$ cat src/rtl/sqb_pkg.sv
package sqb_pkg;

	localparam int TEXTURE_SLOTS = 32;
	localparam int MAX_QUADS     = 8192;

	// slot counter holds 0..TEXTURE_SLOTS, slot address 0..TEXTURE_SLOTS-1
	localparam int CNT_W   = $clog2(TEXTURE_SLOTS + 1);
	localparam int SLOT_AW = (TEXTURE_SLOTS > 1) ? $clog2(TEXTURE_SLOTS) : 1;
	localparam int QUAD_W  = $clog2(MAX_QUADS + 1);

	localparam int QDEPTH  = 4;
	localparam int QPTR_W  = $clog2(QDEPTH);
	localparam int QCNT_W  = $clog2(QDEPTH + 1);

	typedef enum logic [2:0] {
		KIND_VERTEX    = 3'd0,
		KIND_REJ_BATCH = 3'd1,
		KIND_REJ_TABLE = 3'd2,
		KIND_BIND      = 3'd3,
		KIND_DRAW      = 3'd4
	} kind_t;

	// one queued job: a sprite to expand, or a single record
	typedef struct packed {
		kind_t              kind;
		logic signed [31:0] x;
		logic signed [31:0] y;
		logic signed [31:0] z;
		logic signed [31:0] w;
		logic signed [31:0] h;
		logic [31:0]        color;
		logic [5:0]         slot;
		logic [31:0]        texture;
		logic [15:0]        count;
	} job_t;

	function automatic logic [5:0] slot_field(input logic [31:0] v);
		return v[5:0];
	endfunction

	function automatic logic signed [31:0] sat_add(input logic signed [31:0] a,
			input logic signed [31:0] b);
		logic signed [32:0] s;
		s = {a[31], a} + {b[31], b};
		if (s[32] != s[31])
			return s[32] ? 32'sh8000_0000 : 32'sh7FFF_FFFF;
		return s[31:0];
	endfunction

endpackage

$ cat src/rtl/sqb_front.sv
module sqb_front (
	input  logic               clk,
	input  logic               arst_n,
	input  logic               start,
	output logic               busy,
	input  logic               mode,
	input  logic signed [31:0] pos_x,
	input  logic signed [31:0] pos_y,
	input  logic signed [31:0] pos_z,
	input  logic signed [31:0] width,
	input  logic signed [31:0] height,
	input  logic [31:0]        color,
	input  logic [31:0]        texture_id,
	input  logic               q_full,
	output logic               push,
	output sqb_pkg::job_t      push_job
);

	typedef enum logic [2:0] {
		ST_IDLE, ST_PUSH, ST_SRD, ST_SCMP, ST_FRD, ST_FBIND, ST_FDRAW
	} state_t;

	typedef enum logic [1:0] {
		OP_REJB, OP_VERT, OP_NEW
	} op_t;

	state_t                     state_q;
	op_t                        op_q;
	logic signed [31:0]         x_q, y_q, z_q, w_q, h_q;
	logic [31:0]                color_q, tid_q;
	logic [5:0]                 slot_q;
	logic [sqb_pkg::CNT_W-1:0]  in_use_q;
	logic [sqb_pkg::CNT_W-1:0]  idx_q;
	logic [sqb_pkg::QUAD_W-1:0] quads_q;
	logic [31:0]                rd_data_s1;
	logic [31:0]                tex_mem [sqb_pkg::TEXTURE_SLOTS];
	logic                       table_full;
	logic                       batch_full;
	logic                       idx_at_end;
	logic                       tex_we;
	logic [31:0]                quads32;
	logic [31:0]                count32;

	assign busy       = (state_q != ST_IDLE);
	assign table_full = (32'(in_use_q) >= sqb_pkg::TEXTURE_SLOTS);
	assign batch_full = (32'(quads_q) >= sqb_pkg::MAX_QUADS);
	assign idx_at_end = ((idx_q + sqb_pkg::CNT_W'(1)) == in_use_q);
	assign quads32    = 32'(quads_q);
	assign count32    = (quads32 << 2) + (quads32 << 1);

	always_comb begin
		push_job         = '0;
		push_job.kind    = sqb_pkg::KIND_VERTEX;
		push_job.x       = x_q;
		push_job.y       = y_q;
		push_job.z       = z_q;
		push_job.w       = w_q;
		push_job.h       = h_q;
		push_job.color   = color_q;
		push             = 1'b0;
		unique case (state_q)
			ST_PUSH: begin
				push = !q_full;
				if (op_q == OP_REJB) begin
					push_job.kind = sqb_pkg::KIND_REJ_BATCH;
				end else if (op_q == OP_NEW && table_full) begin
					push_job.kind = sqb_pkg::KIND_REJ_TABLE;
				end else begin
					push_job.slot = (op_q == OP_NEW) ? sqb_pkg::slot_field(32'(in_use_q))
						: slot_q;
				end
			end
			ST_FBIND: begin
				push             = !q_full;
				push_job.kind    = sqb_pkg::KIND_BIND;
				push_job.slot    = sqb_pkg::slot_field(32'(idx_q));
				push_job.texture = rd_data_s1;
			end
			ST_FDRAW: begin
				push           = !q_full;
				push_job.kind  = sqb_pkg::KIND_DRAW;
				push_job.slot  = sqb_pkg::slot_field(32'(in_use_q));
				push_job.count = count32[15:0];
			end
			default: begin
				push = 1'b0;
			end
		endcase
	end

	assign tex_we = push && (state_q == ST_PUSH) && (op_q == OP_NEW) && !table_full;

	always_ff @(posedge clk) begin
		if (tex_we)
			tex_mem[in_use_q[sqb_pkg::SLOT_AW-1:0]] <= tid_q;
		rd_data_s1 <= tex_mem[idx_q[sqb_pkg::SLOT_AW-1:0]];
	end

	always_ff @(posedge clk) begin
		if (state_q == ST_IDLE && start) begin
			x_q     <= pos_x;
			y_q     <= pos_y;
			z_q     <= pos_z;
			w_q     <= width;
			h_q     <= height;
			color_q <= color;
			tid_q   <= texture_id;
		end
	end

	always_ff @(posedge clk or negedge arst_n) begin
		if (!arst_n) begin
			state_q  <= ST_IDLE;
			op_q     <= OP_VERT;
			slot_q   <= '0;
			idx_q    <= '0;
			in_use_q <= '0;
			quads_q  <= '0;
		end else begin
			unique case (state_q)
				ST_IDLE: begin
					if (start) begin
						idx_q  <= '0;
						slot_q <= '0;
						if (mode) begin
							state_q <= (in_use_q == '0) ? ST_FDRAW : ST_FRD;
						end else if (batch_full) begin
							op_q    <= OP_REJB;
							state_q <= ST_PUSH;
						end else if (texture_id == '0) begin
							op_q    <= OP_VERT;
							state_q <= ST_PUSH;
						end else if (in_use_q == '0) begin
							op_q    <= OP_NEW;
							state_q <= ST_PUSH;
						end else begin
							state_q <= ST_SRD;
						end
					end
				end
				ST_SRD: begin
					state_q <= ST_SCMP;
				end
				ST_SCMP: begin
					if (rd_data_s1 == tid_q) begin
						slot_q  <= sqb_pkg::slot_field(32'(idx_q));
						op_q    <= OP_VERT;
						state_q <= ST_PUSH;
					end else if (idx_at_end) begin
						op_q    <= OP_NEW;
						state_q <= ST_PUSH;
					end else begin
						idx_q   <= idx_q + sqb_pkg::CNT_W'(1);
						state_q <= ST_SRD;
					end
				end
				ST_PUSH: begin
					if (!q_full) begin
						if (op_q != OP_REJB && !(op_q == OP_NEW && table_full))
							quads_q <= quads_q + sqb_pkg::QUAD_W'(1);
						if (tex_we)
							in_use_q <= in_use_q + sqb_pkg::CNT_W'(1);
						state_q <= ST_IDLE;
					end
				end
				ST_FRD: begin
					state_q <= ST_FBIND;
				end
				ST_FBIND: begin
					if (!q_full) begin
						if (idx_at_end) begin
							state_q <= ST_FDRAW;
						end else begin
							idx_q   <= idx_q + sqb_pkg::CNT_W'(1);
							state_q <= ST_FRD;
						end
					end
				end
				ST_FDRAW: begin
					if (!q_full) begin
						quads_q  <= '0;
						in_use_q <= '0;
						state_q  <= ST_IDLE;
					end
				end
				default: begin
					state_q <= ST_IDLE;
				end
			endcase
		end
	end

`ifndef NO_ASSERTIONS
	a_slots_bound: assert property (@(posedge clk) disable iff (!arst_n)
		32'(in_use_q) <= sqb_pkg::TEXTURE_SLOTS)
		else $error("slot count beyond table size");
	a_quads_bound: assert property (@(posedge clk) disable iff (!arst_n)
		32'(quads_q) <= sqb_pkg::MAX_QUADS)
		else $error("quad count beyond batch size");
`endif

endmodule

$ cat src/rtl/sqb_queue.sv
module sqb_queue (
	input  logic          clk,
	input  logic          arst_n,
	input  logic          push,
	input  sqb_pkg::job_t push_job,
	output logic          full,
	input  logic          pop,
	output logic          valid,
	output sqb_pkg::job_t head
);

	sqb_pkg::job_t              store_q [sqb_pkg::QDEPTH];
	logic [sqb_pkg::QPTR_W-1:0] wptr_q, rptr_q;
	logic [sqb_pkg::QCNT_W-1:0] cnt_q;
	logic                       do_push, do_pop;

	assign full    = (32'(cnt_q) == sqb_pkg::QDEPTH);
	assign valid   = (cnt_q != '0);
	assign head    = store_q[rptr_q];
	assign do_push = push && !full;
	assign do_pop  = pop && valid;

	always_ff @(posedge clk) begin
		if (do_push)
			store_q[wptr_q] <= push_job;
	end

	always_ff @(posedge clk or negedge arst_n) begin
		if (!arst_n) begin
			wptr_q <= '0;
			rptr_q <= '0;
			cnt_q  <= '0;
		end else begin
			if (do_push)
				wptr_q <= wptr_q + sqb_pkg::QPTR_W'(1);
			if (do_pop)
				rptr_q <= rptr_q + sqb_pkg::QPTR_W'(1);
			if (do_push && !do_pop)
				cnt_q <= cnt_q + sqb_pkg::QCNT_W'(1);
			else if (do_pop && !do_push)
				cnt_q <= cnt_q - sqb_pkg::QCNT_W'(1);
		end
	end

`ifndef NO_ASSERTIONS
	a_no_overflow: assert property (@(posedge clk) disable iff (!arst_n)
		push |-> !full)
		else $error("job pushed into full queue");
`endif

endmodule

$ cat src/rtl/sqb_back.sv
module sqb_back (
	input  logic               clk,
	input  logic               arst_n,
	input  logic               q_valid,
	input  sqb_pkg::job_t      q_head,
	output logic               pop,
	output logic               strobe,
	output logic [2:0]         kind,
	output logic signed [31:0] vert_x,
	output logic signed [31:0] vert_y,
	output logic signed [31:0] vert_z,
	output logic [31:0]        vert_color,
	output logic               tex_u,
	output logic               tex_v,
	output logic [5:0]         slot,
	output logic [31:0]        bound_texture,
	output logic [15:0]        index_count,
	output logic               last
);

	sqb_pkg::job_t      cur_q;
	logic signed [31:0] xw_q, yh_q;
	logic               active_q;
	logic [1:0]         corner_q;
	logic               last_beat;
	logic               u_c, v_c;

	logic               r_last;
	logic signed [31:0] r_x, r_y, r_z;
	logic [31:0]        r_color, r_tex;
	logic [5:0]         r_slot;
	logic [15:0]        r_count;

	assign last_beat = active_q && (cur_q.kind != sqb_pkg::KIND_VERTEX || corner_q == 2'd3);
	assign pop       = q_valid && (!active_q || last_beat);

	// corners (0,0) (0,1) (1,1) (1,0): u picks x+w, v picks y+h
	assign u_c = corner_q[1];
	assign v_c = corner_q[1] ^ corner_q[0];

	always_comb begin
		r_x     = '0;
		r_y     = '0;
		r_z     = '0;
		r_color = '0;
		r_tex   = '0;
		r_slot  = '0;
		r_count = '0;
		r_last  = 1'b1;
		unique case (cur_q.kind)
			sqb_pkg::KIND_VERTEX: begin
				r_x     = u_c ? xw_q : cur_q.x;
				r_y     = v_c ? yh_q : cur_q.y;
				r_z     = cur_q.z;
				r_color = cur_q.color;
				r_slot  = cur_q.slot;
				r_last  = (corner_q == 2'd3);
			end
			sqb_pkg::KIND_BIND: begin
				r_slot = cur_q.slot;
				r_tex  = cur_q.texture;
				r_last = 1'b0;
			end
			sqb_pkg::KIND_DRAW: begin
				r_slot  = cur_q.slot;
				r_count = cur_q.count;
			end
			default: begin
				r_last = 1'b1;
			end
		endcase
	end

	always_ff @(posedge clk) begin
		if (pop) begin
			cur_q <= q_head;
			xw_q  <= sqb_pkg::sat_add(q_head.x, q_head.w);
			yh_q  <= sqb_pkg::sat_add(q_head.y, q_head.h);
		end
		kind          <= cur_q.kind;
		vert_x        <= r_x;
		vert_y        <= r_y;
		vert_z        <= r_z;
		vert_color    <= r_color;
		tex_u         <= (cur_q.kind == sqb_pkg::KIND_VERTEX) && u_c;
		tex_v         <= (cur_q.kind == sqb_pkg::KIND_VERTEX) && v_c;
		slot          <= r_slot;
		bound_texture <= r_tex;
		index_count   <= r_count;
		last          <= r_last;
	end

	always_ff @(posedge clk or negedge arst_n) begin
		if (!arst_n) begin
			active_q <= 1'b0;
			corner_q <= '0;
			strobe   <= 1'b0;
		end else begin
			strobe <= active_q;
			if (pop) begin
				active_q <= 1'b1;
				corner_q <= '0;
			end else if (last_beat) begin
				active_q <= 1'b0;
			end else if (active_q) begin
				corner_q <= corner_q + 2'd1;
			end
		end
	end

`ifndef NO_ASSERTIONS
	a_quad_contiguous: assert property (@(posedge clk) disable iff (!arst_n)
		strobe && kind == sqb_pkg::KIND_VERTEX && !last
		|=> strobe && kind == sqb_pkg::KIND_VERTEX)
		else $error("quad vertices not on consecutive beats");
	a_quad_ends_corner: assert property (@(posedge clk) disable iff (!arst_n)
		strobe && kind == sqb_pkg::KIND_VERTEX && last |-> tex_u && !tex_v)
		else $error("quad closed on wrong corner");
	a_record_last: assert property (@(posedge clk) disable iff (!arst_n)
		strobe && (kind == sqb_pkg::KIND_DRAW || kind == sqb_pkg::KIND_REJ_BATCH
		|| kind == sqb_pkg::KIND_REJ_TABLE) |-> last)
		else $error("terminal record without last");
`endif

endmodule

$ cat src/rtl/sprite_quad_batcher_core.sv
// Sprite batcher: turns sprites into quad vertices and batches them for a draw.
// Input: a command beat is taken at a clock edge with start high and busy low.
//   mode 0 submits a sprite, mode 1 flushes the batch.
// Output: each result is shown for one cycle with strobe high; the receiver
//   takes every beat and cannot stall the block. last marks the final beat of
//   a command.
// A sprite gives four vertex beats, or one reject beat. A flush gives one
// binding beat per texture slot in use, then a draw beat.
// A sprite goes from ST_PUSH into the job queue, then into the back's job
//   register, then the output registers; a textured sprite first searches
//   the table entry by entry. Throughput: the result side issues one beat per
//   cycle while jobs wait in the queue; the front searches the texture table
//   through one memory read port, in ST_SRD and ST_SCMP per entry, and a flush
//   reads it in ST_FRD and ST_FBIND per binding. A 4-deep job queue lets the
//   front take the next command while vertices are still going out.
// Reset: clears the batch and slot counts and empties the queue; the texture
//   table needs no clearing since only slots in use are read.
module sprite_quad_batcher_core (
	input  logic               clk,
	input  logic               arst_n,
	input  logic               start,
	output logic               busy,
	input  logic               mode,
	input  logic signed [31:0] pos_x,
	input  logic signed [31:0] pos_y,
	input  logic signed [31:0] pos_z,
	input  logic signed [31:0] width,
	input  logic signed [31:0] height,
	input  logic [31:0]        color,
	input  logic [31:0]        texture_id,
	output logic               strobe,
	output logic [2:0]         kind,
	output logic signed [31:0] vert_x,
	output logic signed [31:0] vert_y,
	output logic signed [31:0] vert_z,
	output logic [31:0]        vert_color,
	output logic               tex_u,
	output logic               tex_v,
	output logic [5:0]         slot,
	output logic [31:0]        bound_texture,
	output logic [15:0]        index_count,
	output logic               last
);

	logic          q_full, q_push, q_pop, q_valid;
	sqb_pkg::job_t push_job, head_job;

	sqb_front u_front (
		.clk        (clk),
		.arst_n     (arst_n),
		.start      (start),
		.busy       (busy),
		.mode       (mode),
		.pos_x      (pos_x),
		.pos_y      (pos_y),
		.pos_z      (pos_z),
		.width      (width),
		.height     (height),
		.color      (color),
		.texture_id (texture_id),
		.q_full     (q_full),
		.push       (q_push),
		.push_job   (push_job)
	);

	sqb_queue u_queue (
		.clk      (clk),
		.arst_n   (arst_n),
		.push     (q_push),
		.push_job (push_job),
		.full     (q_full),
		.pop      (q_pop),
		.valid    (q_valid),
		.head     (head_job)
	);

	sqb_back u_back (
		.clk           (clk),
		.arst_n        (arst_n),
		.q_valid       (q_valid),
		.q_head        (head_job),
		.pop           (q_pop),
		.strobe        (strobe),
		.kind          (kind),
		.vert_x        (vert_x),
		.vert_y        (vert_y),
		.vert_z        (vert_z),
		.vert_color    (vert_color),
		.tex_u         (tex_u),
		.tex_v         (tex_v),
		.slot          (slot),
		.bound_texture (bound_texture),
		.index_count   (index_count),
		.last          (last)
	);

endmodule
$ cat config.mk
export PLATFORM = sky130hd
export DESIGN_NAME = sprite_quad_batcher_core
export DESIGN_NICKNAME = d
export VERILOG_FILES = /design/src/rtl/sqb_pkg.sv /design/src/rtl/sqb_front.sv /design/src/rtl/sqb_queue.sv /design/src/rtl/sqb_back.sv /design/src/rtl/sprite_quad_batcher_core.sv
export SDC_FILE = /design/constraint.sdc
export NUM_CORES = 2
export LEC_CHECK = 0
export ABC_AREA = 1
export BUFFER_PORTS_ARGS = -buffer_cell sky130_fd_sc_hd__buf_2
export CAP_MARGIN = 20
export CORE_MARGIN = 4
export CORE_UTILIZATION = 25
export DETAILED_ROUTE_END_ITERATION = 8
export PLACE_DENSITY = 0.5
export SETUP_SLACK_MARGIN = 0.15
export SKIP_CTS_REPAIR_TIMING = 1
export SYNTH_ARGS = -nofsm -noshare
export SYNTH_HDL_FRONTEND = slang
export SYNTH_SLANG_ARGS = --single-unit
$ cat constraint.sdc
create_clock -name clk -period 19.4 [get_ports clk]
set_input_delay 1.94 -clock clk [delete_from_list [all_inputs] [get_ports clk]]
set_output_delay 1.94 -clock clk [all_outputs]
set_load 0.005 [all_outputs]
[After elaboration in Yosys (flattened, before gate mapping)]
Memories as Yosys holds them, arrays and structs flattened. A register that Yosys moved wholly into a read port is not among the register bits.
Index checks and enable logic that the tools add are counted.
Storage, ports and cells
  register bits after elaboration: 709
  bits in writable memories: 2020
  output and inout bits: 190
  memories: 2
Cells by class
  add/sub/neg operators: 11
  $lt $le $gt $ge: 2
  equality and inequality tests: 28
  muxes and demuxes: 69
  bitwise logic cells: 1
  reduce and logical (&&, ||, !) cells: 47
Memory list
  u_front.tex_mem: depth 32, width 32, read ports 1, clocked after memory_dff 1, wr ports 1, RTL line sqb_front.sv:36  | logic [31:0] tex_mem [sqb_pkg::TEXTURE_SLOTS];
  u_queue.store_q: depth 4, width 249, read ports 1, clocked after memory_dff 0, wr ports 1, RTL line sqb_queue.sv:12  | sqb_pkg::job_t store_q [sqb_pkg::QDEPTH];
Operators with widths (count)
  2-to-1 mux 32 bit: 9
  adder 32 x 32 -> 33 bit: 2
  2-to-1 mux 6 bit: 11
  2-to-1 mux 14 bit: 3
  one-hot mux 6 bit (3 select lines): 2
  == test 32 bit: 1
  zero test 32 bit: 1
  2-to-1 mux 2 bit: 15
  2-to-1 mux 3 bit: 10
  one-hot mux 14 bit (2 select lines): 1
  one-hot mux 6 bit (2 select lines): 2
  != test 2 bit (second input constant): 9
  one-hot mux 3 bit (6 select lines): 1
  adder 16 x 15 -> 16 bit: 1
  2-to-1 mux 16 bit: 1
  == test 3 bit (second input constant): 5
  adder 14 x 1 -> 14 bit (second input constant): 1
  >= comparator 14 bit (second input constant): 1
  logical AND 1 bit: 14
  adder 6 x 1 -> 6 bit (second input constant): 2
  AND reduction 4 bit: 3
  nonzero test 2 bit: 6
  nonzero test 3 bit: 4
  2-to-1 mux 1 bit: 11
  other kinds (26): 42

[Logic depth before layout (Yosys ltp)]
  depth in word-level cells: 9
  mapped depth: 25
  depth with buffers taken out: 20

[By module]
A second synthesis with hierarchy kept.
Second synthesis, totals
  cell total of the unflattened synthesis: 8701
  area total of the unflattened synthesis: 109084.6 um^2
By module, submodules not included
  sqb_front: times used 1, cells each 3826, area an instance 51219.1 um^2, sequential area each 39043.7 um^2
  sqb_queue: times used 1, cells each 2965, area an instance 39531.7 um^2, sequential area each 30083.9 um^2
  sqb_back: times used 1, cells each 1910, area an instance 18333.8 um^2, sequential area each 11340.9 um^2

[Worst setup path after synthesis]
OpenSTA, ideal clock, no wires.
  path type: input-to-reg
  from: input port start
  to: register u_front.slot_q[0]
  arrival time: 13422 ps
  setup slack: 5910 ps
  stages: 6
  path buffers: 0
  cell sequence: inv_1 -> nor2_1 -> inv_1 -> nand2_1 -> nand3_1 -> nand2_1
On the way
  cells in the longest elaborated chain, start to end: 2
RTL lines
  start, declared: RTL line sprite_quad_batcher_core.sv:21  | input logic start,
  != test 2 bit (no source line)
  AND reduction 3 bit (no source line)
  end signal, assigned: RTL line sqb_front.sv:146  | slot_q <= sqb_pkg::slot_field(32'(idx_q));
  end, declared: RTL line sqb_front.sv:31  | logic [5:0] slot_q;
No other way between the ends.
A chain may end at the register's enable or synchronous reset.

==> results.toml <==
[placement]
placed_cells = 13820
gp_congestion = 0.838
place_ws_ns = 13.46
dp_hpwl_microns = 183000
port_buffers = 416

[detailed_routing]
vias_per_cell = 4.63
highest_layer = "met5"
firstDrtPassIters = 8
wl_met2_microns = 159000
routed-via-count = 66387
routedWlPerCell_microns = 21.9
drc = 0
drtAntennaViolNets = 0
drt_iter0_drc = 6157
wl_met1_microns = 130000
wl_microns = 314000
wl_met3_microns = 17100

[clocking]
clockBufferDepth = 4
htreeDepth = 5
clk_latency_ns = 0.87
path_clk_slew_ns = 0.06
cts.sinks = 2755
cts_buffers = 279
cts_tree = "yes"
clockRootBuffer = "clkbuf_16"

[sta]
hold_ws_ns = 0.427
tightestPinTransition_ns = 1.16
setup_violations = 0
fin_ws_ns = 13.55
rsz0062_at_grt = "no"
drv_slew = 0
relSlewSlack_pct = 22.9
max_freq_mhz = 171
period_needed_ns = 5.85
final_hold_viol_count = 0
period_share_pct = 30.2
tns_ns = 0
fin_skew_ns = 0.0836

[setup_path]
ff2ff_path_depth = 18
crit_required_ns = 19.99
cpMostUsedCell = "nand2_1"
cp-start-kind = "register"
path_buf_inv = 4
path_max_fanout = 140
crit_chain = "inv_8 -> buf_4 -> buf_4 -> o21ai_0 -> o22ai_1 -> ha_1 -> nand2_1 -> inv_1 -> a21oi_1 -> nand2_1 -> nand2_1 -> nand2_1 -> nand2_1 -> nand2_1 -> nand2_1 -> nand3_1 -> nand2_1 -> nand2_1"
r2r-start = "u_queue.rptr_q[0]"
cp-end-kind = "register"
cp_slowest_stage_delay_ns = 0.78
rrSetupSlack_ns = 13.55
rr_endpoint = "u_back.xw_q[17]"
path_delay_family = "buffers and inverters"
critPathSlowestCell = "buf_4"
arrival_ns = 6.44
worstSetupPathType = "register to register"

[synth]
async_reset_ff_share_pct = 1.74
ys_ff_latch = 2755
syn_area_sq_um = 106000
synth_edf_count = 2488
ys_seq_area_share_pct = 75.9
synth_ff_type = "edfxtp_1"
postSynthAreaPerCell_sq_um = 13.1
syn_nets = 8407
yosysWarnings = 0
synthCells = 8080
ys_types = 52

[hold_path]
hp-class = "register to register"
hold_start = "u_back.cur_q[74]"
hold_end = "u_back.vert_color[20]"
holdPathStages = 2

[finish]
layout_common_cells = "edfxtp_1, nor2_1, o21ai_0"
nets = 8793
final_cells = 14325
synthToLayoutAreaGrowth_pct = 16.9
n_fill_cell = 42113
drive_above_1_share_pct = 12.0
final_common_cell = "edfxtp_1"
largest_reg_flops = 1024

[global_route]
overflow = 0
antenna_found_initial = 33
grt_use_total_pct = 13.8
grt_pass1_vias = 65653
grt_pass1_wl_microns = 453000
grt_max_degree = 185

[floorplanning]
start_util_pct = 25.1
io_pins = 418
die_x_microns = 659
num_rows = 238
fp.coreArea_sq_um = 421000
die-area_sq_um = 434000
fp.dieH_microns = 659

[power_and_ir_drop]
leakage_nw = 42.8
vdd_drop_max_uv = 177
finalPower_mw = 21.0
power_density_nw_per_um2 = 170

[flow_run]
cap_violations = 0

[status]
status = "completed"
-- worst max path at each step --
stage | startpoint | end | slack (ns) | cells past startpoint
2_1_floorplan | start | u_front.slot_q[0] | 5.91 | 6
3_3_place_gp | u_queue.rptr_q[0] | u_back.xw_q[19] | 13.46 | 18
3_5_place_dp | u_queue.rptr_q[0] | u_back.xw_q[17] | 13.46 | 18
4_1_cts | u_queue.rptr_q[0] | u_back.xw_q[17] | 13.45 | 18
5_1_grt | u_queue.rptr_q[0] | u_back.xw_q[24] | 12.93 | 18
6_report | u_queue.rptr_q[0] | u_back.xw_q[17] | 13.55 | 18
-- cells in the mapped netlist (all sizes together) (5+ instances only) --
cell,instances,area share [%]
o22ai,312,1.8
xor2,38,0.31
xnor2,38,0.31
a21oi,191,0.91
ha,95,1.1
o21ai,1111,5.3
buf,98,0.47
nor3,23,0.14
nand3,167,0.80
o211ai,5,0.035
nand3b,8,0.057
clkbuf,341,1.2
a31oi,32,0.19
dfrtp,47,1.1
dfxtp,219,4.1
nand4,17,0.10
nand2,770,2.8
clkinv,7,0.025
edfxtp,2488,71
o221ai,192,1.6
inv,385,1.4
nor2,1438,5.1
o21bai,23,0.16
-- per-stage QoR --
stage | cell area, sq um | utilization, %
3_5_place_dp | 115000 | 27.2
5_1_grt | 124000 | 29.4
2_1_floorplan | 106000 | -
3_3_place_gp | 115000 | 27.2
6_report | 124000 | 29.4
4_1_cts | 124000 | 29.4
-- worst register-to-register path: stages, from the launching register on --
cell,delay (ns)
dfrtp_4,0.66
inv_8,0.64
buf_4,0.81
buf_4,0.76
o21ai_0,0.18
o22ai_1,0.26
ha_1,0.33
nand2_1,0.13
inv_1,0.06
a21oi_1,0.15
nand2_1,0.14
nand2_1,0.10
nand2_1,0.11
nand2_1,0.14
nand2_1,0.06
nand2_1,0.08
nand3_1,0.65
nand2_1,0.29
nand2_1,0.07
-- logic make-up after synthesis --
logic type	share of synthesized area, %
AOI/OAI and AO/OA	10.1
muxes	0.0106
buffers and inverters	3.07
xor gates and xnor gates	0.629
adders and majority gates	1.20
and+or+nand+nor	9.05
DFF	75.9
other	0.00354
-- final cells by class --
class | count | area (sq um) | area share (%)
clock buffer | 371 | 7610 | 6.15
multi-input combinational | 4494 | 22500 | 18.2
sequential | 2755 | 80300 | 65.0
antenna | 1 | 2.50 | 0.00202
tap | 5640 | 7060 | 5.71
inverter | 392 | 1510 | 1.22
clock inverter | 128 | 1340 | 1.08
timing repair buffer | 544 | 3280 | 2.65
-- report_power, final --
group / switching, mW / internal [mW]
Combinational: 5.05 / 2.01
Sequential: 0.506 / 8.10
Clock: 2.25 / 3.07
Total: 7.81 / 13.2
-- layer usage --
| layer | track usage (%) | up-vias |
|---|---|---|
| li1 | - | 29996 |
| met2 | 24.8 | 2069 |
| met4 | 3.55 | 4 |
| met1 | 17.5 | 33852 |
| met3 | 1.84 | 466 |
| met5 | 0 | - |
No activity file was read; power rests on OpenSTA's default activity.
